===== src/design/rde_pkg.sv =====
// shared types, constants and helpers for the raster draw engine
package rde_pkg;

    // frame store geometry
    localparam int MAX_WIDTH  = 256;
    localparam int MAX_HEIGHT = 256;
    localparam int DEPTH      = MAX_WIDTH * MAX_HEIGHT;
    localparam int X_BITS     = $clog2(MAX_WIDTH);
    localparam int Y_BITS     = $clog2(MAX_HEIGHT);
    localparam int ADDR_BITS  = $clog2(DEPTH);

    // field widths
    localparam int CFG_BITS   = 9;
    localparam int CRD_BITS   = 18;

    typedef logic signed [CRD_BITS-1:0] t_crd;
    typedef logic [2:0]                 t_cmd_code;
    typedef logic                       t_cfg_idx;

    // command codes
    localparam t_cmd_code CMD_PIXEL   = 3'd0;
    localparam t_cmd_code CMD_LINE    = 3'd1;
    localparam t_cmd_code CMD_BOX     = 3'd2;
    localparam t_cmd_code CMD_DIAMOND = 3'd3;
    localparam t_cmd_code CMD_READ    = 3'd4;

    // configuration register indexes
    localparam t_cfg_idx CFG_WIDTH  = 1'b0;
    localparam t_cfg_idx CFG_HEIGHT = 1'b1;

    typedef enum logic [3:0] {
        S_CLEAR,
        S_IDLE,
        S_PREP,
        S_COL,
        S_PIX,
        S_BLEND,
        S_RPIX,
        S_RDOUT,
        S_DONE
    } t_state;

    // controller to datapath
    typedef struct packed {
        logic clr_step;
        logic load;
        logic prep;
        logic col_load;
        logic col_next;
        logic adv_line;
        logic adv_row;
        logic wr_pix;
        logic wr_blend;
        logic rd_capture;
        logic out_load;
    } t_dp_ctl;

    // datapath to controller
    typedef struct packed {
        logic      clr_done;
        t_cmd_code cmd;
        logic      blend;
        logic      in_frame;
        logic      line_last;
        logic      row_last;
        logic      col_last;
        logic      col_empty;
        logic      xr_empty;
    } t_dp_sts;

    function automatic t_crd crd_abs(input t_crd v);
        return (v < 0) ? -v : v;
    endfunction

    function automatic t_crd crd_min(input t_crd a, input t_crd b);
        return (a < b) ? a : b;
    endfunction

    function automatic t_crd crd_max(input t_crd a, input t_crd b);
        return (a < b) ? b : a;
    endfunction

endpackage


===== src/design/rde_ctrl.sv =====
// sequencer for the raster draw engine: clear pass, shape walk, result hand-off
module rde_ctrl
    import rde_pkg::*;
(
    input  logic    i_clk,
    input  logic    i_rst_n,
    input  logic    i_in_valid,
    output logic    o_in_ready,
    output logic    o_out_valid,
    input  logic    i_out_ready,
    input  t_dp_sts i_sts,
    output t_dp_ctl o_ctl
);

    t_state r_state, n_state;
    logic   r_out_valid;
    logic   fin_last;
    logic   fin_col;

    // end-of-pixel decisions shared by plain and blended writes
    always_comb begin
        if (i_sts.cmd == CMD_BOX || i_sts.cmd == CMD_DIAMOND) begin
            fin_last = i_sts.row_last && i_sts.col_last;
            fin_col  = i_sts.row_last && !i_sts.col_last;
        end else begin
            fin_last = i_sts.line_last;
            fin_col  = 1'b0;
        end
    end

    // state register
    always_ff @(posedge i_clk) begin
        if (!i_rst_n) begin
            r_state <= S_CLEAR;
        end else begin
            r_state <= n_state;
        end
    end

    // next state
    always_comb begin
        n_state = r_state;
        unique case (r_state)
            S_CLEAR: begin
                if (i_sts.clr_done) n_state = S_IDLE;
            end
            S_IDLE: begin
                if (i_in_valid) n_state = S_PREP;
            end
            S_PREP: begin
                unique case (i_sts.cmd) inside
                    CMD_PIXEL, CMD_LINE:   n_state = S_PIX;
                    CMD_BOX, CMD_DIAMOND:  n_state = S_COL;
                    CMD_READ:              n_state = S_RPIX;
                    default:               n_state = S_DONE;
                endcase
            end
            S_COL: begin
                if (i_sts.xr_empty) begin
                    n_state = S_DONE;
                end else if (i_sts.col_empty) begin
                    if (i_sts.col_last) n_state = S_DONE;
                end else begin
                    n_state = S_PIX;
                end
            end
            S_PIX: begin
                if (i_sts.in_frame && i_sts.blend) begin
                    n_state = S_BLEND;
                end else if (fin_last) begin
                    n_state = S_DONE;
                end else if (fin_col) begin
                    n_state = S_COL;
                end
            end
            S_BLEND: begin
                if (fin_last) begin
                    n_state = S_DONE;
                end else if (fin_col) begin
                    n_state = S_COL;
                end else begin
                    n_state = S_PIX;
                end
            end
            S_RPIX:  n_state = S_RDOUT;
            S_RDOUT: n_state = S_DONE;
            S_DONE: begin
                if (!r_out_valid || i_out_ready) n_state = S_IDLE;
            end
            default: n_state = S_CLEAR;
        endcase
    end

    // datapath commands
    always_comb begin
        o_ctl      = '0;
        o_in_ready = 1'b0;
        unique case (r_state)
            S_CLEAR: o_ctl.clr_step = 1'b1;
            S_IDLE: begin
                o_in_ready = 1'b1;
                o_ctl.load = i_in_valid;
            end
            S_PREP: o_ctl.prep = 1'b1;
            S_COL: begin
                o_ctl.col_load = !i_sts.xr_empty && !i_sts.col_empty;
                o_ctl.col_next = !i_sts.xr_empty && i_sts.col_empty && !i_sts.col_last;
            end
            S_PIX: begin
                if (!(i_sts.in_frame && i_sts.blend)) begin
                    o_ctl.wr_pix   = i_sts.in_frame;
                    o_ctl.col_next = fin_col;
                    o_ctl.adv_line = !fin_last && !fin_col
                                     && !(i_sts.cmd == CMD_BOX || i_sts.cmd == CMD_DIAMOND);
                    o_ctl.adv_row  = !fin_last && !fin_col
                                     && (i_sts.cmd == CMD_BOX || i_sts.cmd == CMD_DIAMOND);
                end
            end
            S_BLEND: begin
                o_ctl.wr_blend = 1'b1;
                o_ctl.col_next = fin_col;
                o_ctl.adv_line = !fin_last && !fin_col
                                 && !(i_sts.cmd == CMD_BOX || i_sts.cmd == CMD_DIAMOND);
                o_ctl.adv_row  = !fin_last && !fin_col
                                 && (i_sts.cmd == CMD_BOX || i_sts.cmd == CMD_DIAMOND);
            end
            S_RPIX:  ;
            S_RDOUT: o_ctl.rd_capture = 1'b1;
            S_DONE:  o_ctl.out_load = !r_out_valid || i_out_ready;
            default: ;
        endcase
    end

    // result valid flag
    always_ff @(posedge i_clk) begin
        if (!i_rst_n) begin
            r_out_valid <= 1'b0;
        end else if (o_ctl.out_load) begin
            r_out_valid <= 1'b1;
        end else if (i_out_ready) begin
            r_out_valid <= 1'b0;
        end
    end

    assign o_out_valid = r_out_valid;

    // an accepted request always goes to setup next
    a_accept_prep: assert property (@(posedge i_clk) disable iff (!i_rst_n)
        (i_in_valid && o_in_ready) |=> (r_state == S_PREP))
        else $error("accepted request did not enter setup");

    // pixel writes to the frame store go only to pixels inside the frame
    a_wr_inside: assert property (@(posedge i_clk) disable iff (!i_rst_n)
        (o_ctl.wr_pix || o_ctl.wr_blend) |-> i_sts.in_frame)
        else $error("pixel write outside the frame");

    // a result never overwrites one that is still waiting
    a_out_free: assert property (@(posedge i_clk) disable iff (!i_rst_n)
        o_ctl.out_load |-> (!r_out_valid || i_out_ready))
        else $error("result overwritten before it was taken");

    // a new result only follows the completion state
    a_out_rise: assert property (@(posedge i_clk) disable iff (!i_rst_n)
        $rose(r_out_valid) |-> $past(r_state == S_DONE))
        else $error("result raised outside completion");

endmodule


===== config.mk =====
export PLATFORM = sky130hd
export DESIGN_NAME = rde_ctrl
export DESIGN_NICKNAME = d
export VERILOG_FILES = /design/src/design/rde_pkg.sv /design/src/design/rde_ctrl.sv
export SDC_FILE = /design/constraint.sdc
export NUM_CORES = 1
export LEC_CHECK = 0
export ABC_AREA = 1
export BUFFER_PORTS_ARGS = -buffer_cell sky130_fd_sc_hd__buf_2
export CAP_MARGIN = 0
export CORE_MARGIN = 3
export CORE_UTILIZATION = 45
export CTS_BUF_LIST = sky130_fd_sc_hd__clkbuf_16
export CTS_CLUSTER_DIAMETER = 200
export CTS_CLUSTER_SIZE = 10
export DETAILED_ROUTE_END_ITERATION = 10
export GPL_ROUTABILITY_DRIVEN = 0
export PLACE_DENSITY = 0.81
export SLEW_MARGIN = 10
export SYNTH_ARGS = -nofsm -noshare
export SYNTH_HDL_FRONTEND = slang
export SYNTH_SLANG_ARGS = --single-unit

===== constraint.sdc =====
create_clock -name i_clk -period 1.74 [get_ports i_clk]
set_clock_uncertainty 0.2 [all_clocks]
set_input_delay 0.435 -clock i_clk [delete_from_list [all_inputs] [get_ports i_clk]]
set_output_delay 0.435 -clock i_clk [all_outputs]
set_load 0.1 [all_outputs]

==> summary.md, run 1 <==
| Metric | Value |
|---|---|
| Std cell rows | `12` |
| Die Y | `42.9 um` |
| Fail Step | `detailed placement` |
| Synthesized Nets | `134` |
| Area leader, netlist | `nand2_1` |
| Area contributors post-synth | `nand2_1 (25%), dfxtp_1 (16%), inv_1 (11%)` |
| Post-synth top area share | `0.252` |
| I/O Pins | `28` |
| Syn. warnings | `0` |
| Flops & latches, synth | `5` |
| Avg Inst Size Synth | `5.14 um^2` |
| PortBufs | `27` |
| Sequential area share after synthesis | `0.164` |
| Unique masters post-synth | `17` |
| Error | `[ERROR DPL-0038] Utilization greater than 100%, impossible to legalize` |
| Starting Density | `0.516` |
| Post-Syn Area | `612 um^2` |
| Post-Synthesis Cells | `119` |
| Outcome | `stopped before the end` |
| Chip Width | `42.9 um` |
## Yosys cell counts, drive strengths merged
master and number:
dfxtp 5, inv 22, nor3 4, a21oi 9, nand3 4, a31oi 1, o211ai 1, nor2 26
nand4 1, nand3b 2, nand2 44
## per-stage QoR
step                    std cells  setup slack [ns]  hold WS (ns)  TNS [ns]  cell area, um^2
after floorplan               119            -0.460         0.333     -2.02              724
after global placement        180            -0.129         0.347    -0.300             1220
## logic make-up after synthesis
logic type | Yosys count | synth area share
compound gates | 11 | 0.102
buf+inv | 22 | 0.135
flops | 5 | 0.164
simple gates | 81 | 0.599
==> run 2: changes to the inputs <==
- CORE_AREA: not set -> 3 3 64 66
- CORE_MARGIN: 3 -> not set
- CORE_UTILIZATION: 45 -> not set
- CTS_BUF_LIST: sky130_fd_sc_hd__clkbuf_16 -> not set
- CTS_CLUSTER_DIAMETER: 200 -> not set
- CTS_CLUSTER_SIZE: 10 -> not set
- DIE_AREA: not set -> 0 0 67 69
- PLACE_DENSITY: 0.81 -> not set
- PLACE_DENSITY_LB_ADDON: not set -> 0.15
==> run 2 against run 1 <==
Against the previous run: the flow now finishes, with violations (setup timing); synthesized cell count is the same; area after synthesis is the same.
==> summary.md, run 2 <==
| Metric | Value |
|---|---|
| Outcome | `complete, but fails checks` |
| Failing checks | `setup timing` |
| Area leader, netlist | `nand2_1` |
| Path depth of the worst reg2reg path | `12` |
| Synthesized Nets | `134` |
| Post-route ant nets | `0` |
| Std cell rows | `22` |
| Cts bufs inserted | `3` |
| # placed instances | `222` |
| CP cell instances | `inv_1 -> nor2_2 -> nand2_1 -> nand2_2 -> inv_2 -> nor3_4 -> buf_12` |
| Vias in the first global route | `993` |
| Most frequent cells in the layout | `buf_4 (37), nand2_1 (30), buf_2 (14)` |
| Area growth syn-to-layout | `175%` |
| PortBufs | `27` |
| WL/cell | `10.3 um` |
| Global router's overall resource usage | `0.114` |
| WP data arrival | `1.39 ns` |
| Rel. slew slack | `0.823` |
| Die Y | `69 um` |
| Pleak | `0.822 nW` |
| Final hold slack | `0.208 ns` |
| Layout cell share with drive strength beyond 1 | `0.662` |
| Initial antenna violation count | `0` |
| Most common cell after layout, fill and taps aside | `buf_4` |
| CTS clk-pin slew, worst paths | `0.03 ns` |
| Top reg by flops | `r_state` |
| Crit path time final | `2.03 ns` |
| Pin count of the biggest net entering global routing | `7` |
| Setup violators final | `12` |
| Post-synth top area share | `0.252` |
| Hold_sp | `i_rst_n` |
| Unique masters post-synth | `17` |
| Initial DRT Pass Iterations | `4` |
| DR iter-0 viols | `14` |
| Worst-case vdd ir drop | `0.276 mV` |
| CP required | `1.10 ns` |
| Worst Hold Class | `primary input to flop` |
| Family with the most delay on the worst path | `simple AND/OR/NAND/NOR gates` |
| Main flop type after synthesis | `dfxtp_1` |
| TritonCTS clock tree | `done` |
| # diodes | `0` |
| Crit-path slowest cell | `dfxtp_4` |
| Most frequent cell after synthesis | `nand2_1` |
| Starting Density | `0.168` |
| H-tree levels | `1` |
| WP buf/inv | `3` |
| Die ar. | `0.00462 mm^2` |
| Via density | `4.01` |
| Post-Syn Area | `612 um^2` |
| Flops & latches, synth | `5` |
| Worst r2r src | `r_state[2]$_SDFFE_PN0P_` |
| Syn. warnings | `0` |
| EDFF count, synth | `0` |
| Fillers | `369` |
| Clk sinks | `5` |
| Worst path depth | `7` |
| Synth cell count leaders | `nand2_1 (41), inv_1 (18), nor2_1 (16)` |
| Worst Path Max Fanout | `4` |
| Post-Synthesis Cells | `119` |
| First-pass GRT wire length | `4.10 mm` |
| Global route overflow | `0` |
| Nets@finish | `214` |
| Post-Layout Cell Count | `246` |
| I/O Pins | `28` |
| Max Slew Vio Count | `0` |
| PD cells | `996 mW/mm^2` |
| Final Cycle Share | `1.17` |
| Area of the multi-input gates | `627 um^2` |
| Crit path capture type | `output pin` |
| Clk_lat worst skew | `0.22 ns` |
| Avg Inst Size Synth | `5.14 um^2` |
| Post-CTS Hold Buffers | `0` |
| Startpoint Class | `flop` |
| FF+latch area | `114 um^2` |
| Sequential area share after synthesis | `0.164` |
| Final WS setup | `-0.287 ns` |
| Max Cap Viol | `0` |
| Core Region | `0.00363 mm^2` |
| Residual DRC count | `0` |
| Peak Freq | `493 MHz` |
| Root Driver | `clkbuf_8` |
| Via count | `987` |
| Chip Width | `67 um` |
| Largest register FFs | `4` |
| Hold Path Depth | `3` |
| Drt total wl | `2.54 mm` |
| Worst Tran Pin Value | `0.265 ns` |
| RSZ-0062 raised after global routing | `true` |
| Max incr delay on CP | `0.37 ns` |
| Kind of critical path | `flop to output pin` |
| Longest Clk Path Bufs | `2` |
| Final HPWL DP | `1.97 mm` |
| Final hold viol count | `0` |
| Ys async rst share | `0` |
| Crit. Startpoint | `r_state[0]$_SDFFE_PN0P_` |
| Area contributors post-synth | `nand2_1 (25%), dfxtp_1 (16%), inv_1 (11%)` |
[run 2: cell counts after synthesis]
Identical to the previous run, type by type.
[run 2: metrics by stage]
step | cell area (um^2) | util | power (mW) | TNS (ns) | worst slack [ns]
floorplan | 724 | - | 0.798 | -2.02 | -0.460
global placement | 1330 | 0.365 | 1.22 | -0.714 | -0.182
detailed placement | 1330 | 0.365 | 1.23 | -0.731 | -0.196
CTS | 1570 | 0.433 | 1.59 | -2.37 | -0.305
global route | 1680 | 0.462 | 1.77 | -3.26 | -0.374
finish | 1680 | 0.462 | 1.67 | -2.27 | -0.287
[run 2: power breakdown]
group / switching, mW / internal [mW]
Sequential: 0.0393 / 0.145
Combinational: 0.717 / 0.555
Clock: 0.0590 / 0.157
Total: 0.816 / 0.857
[run 2: what timing repair did]
| action | 4_1_cts | 5_1_grt |
|---|---|---|
| setup endpoints to repair | 12 | 15 |
| pin swaps | 13 | 12 |
| resized for setup | 30 | 16 |
| setup buffers | 14 | 7 |
[run 2: worst register-to-register path, stage by stage, from the launching register on]
cell and delay (ns):
dfxtp_2 0.32, inv_2 0.07, nor2_4 0.05, buf_4 0.13, buf_6 0.10, buf_6 0.11, nand2_4 0.06, clkinvlp_4 0.11
buf_6 0.13, a21oi_2 0.09, nand3_1 0.09, nand2_1 0.07, a21oi_1 0.05
[run 2: logic make-up after synthesis]
logic type,Yosys count,synth area share
compound gates,11,0.102
simple gates,81,0.599
flops,5,0.164
buf+inv,22,0.135
[run 2: worst paths after layout]
path / end / slack (ns)
worst min-delay path: r_state[2]$_SDFFE_PN0P_ / 0.21
worst min register to register: o_out_valid$_SDFFE_PN0P_ / 0.35
worst max-delay path: o_ctl[5] / -0.29
worst max register to register: r_state[3]$_SDFFE_PN0P_ / 0.03
[run 2: cell type report]
| type | count | share of cell area |
|---|---|---|
| clock buffers | 4 | 0.0268 |
| inverters | 22 | 0.0611 |
| multi-input cells | 92 | 0.373 |
| flip-flops and latches | 5 | 0.0678 |
| well taps | 48 | 0.0357 |
| repair buffers | 75 | 0.436 |
[run 2: routing by layer]
| metal | GRT usage | routed length [um] |
|---|---|---|
| met2 | 0.199 | 1380 |
| met3 | 0.0326 | 100 |
| met4 | 0.0405 | 48 |
| met5 | 0 | 0 |
| met1 | 0.129 | 1020 |
Power figures use the tool's default switching activity.
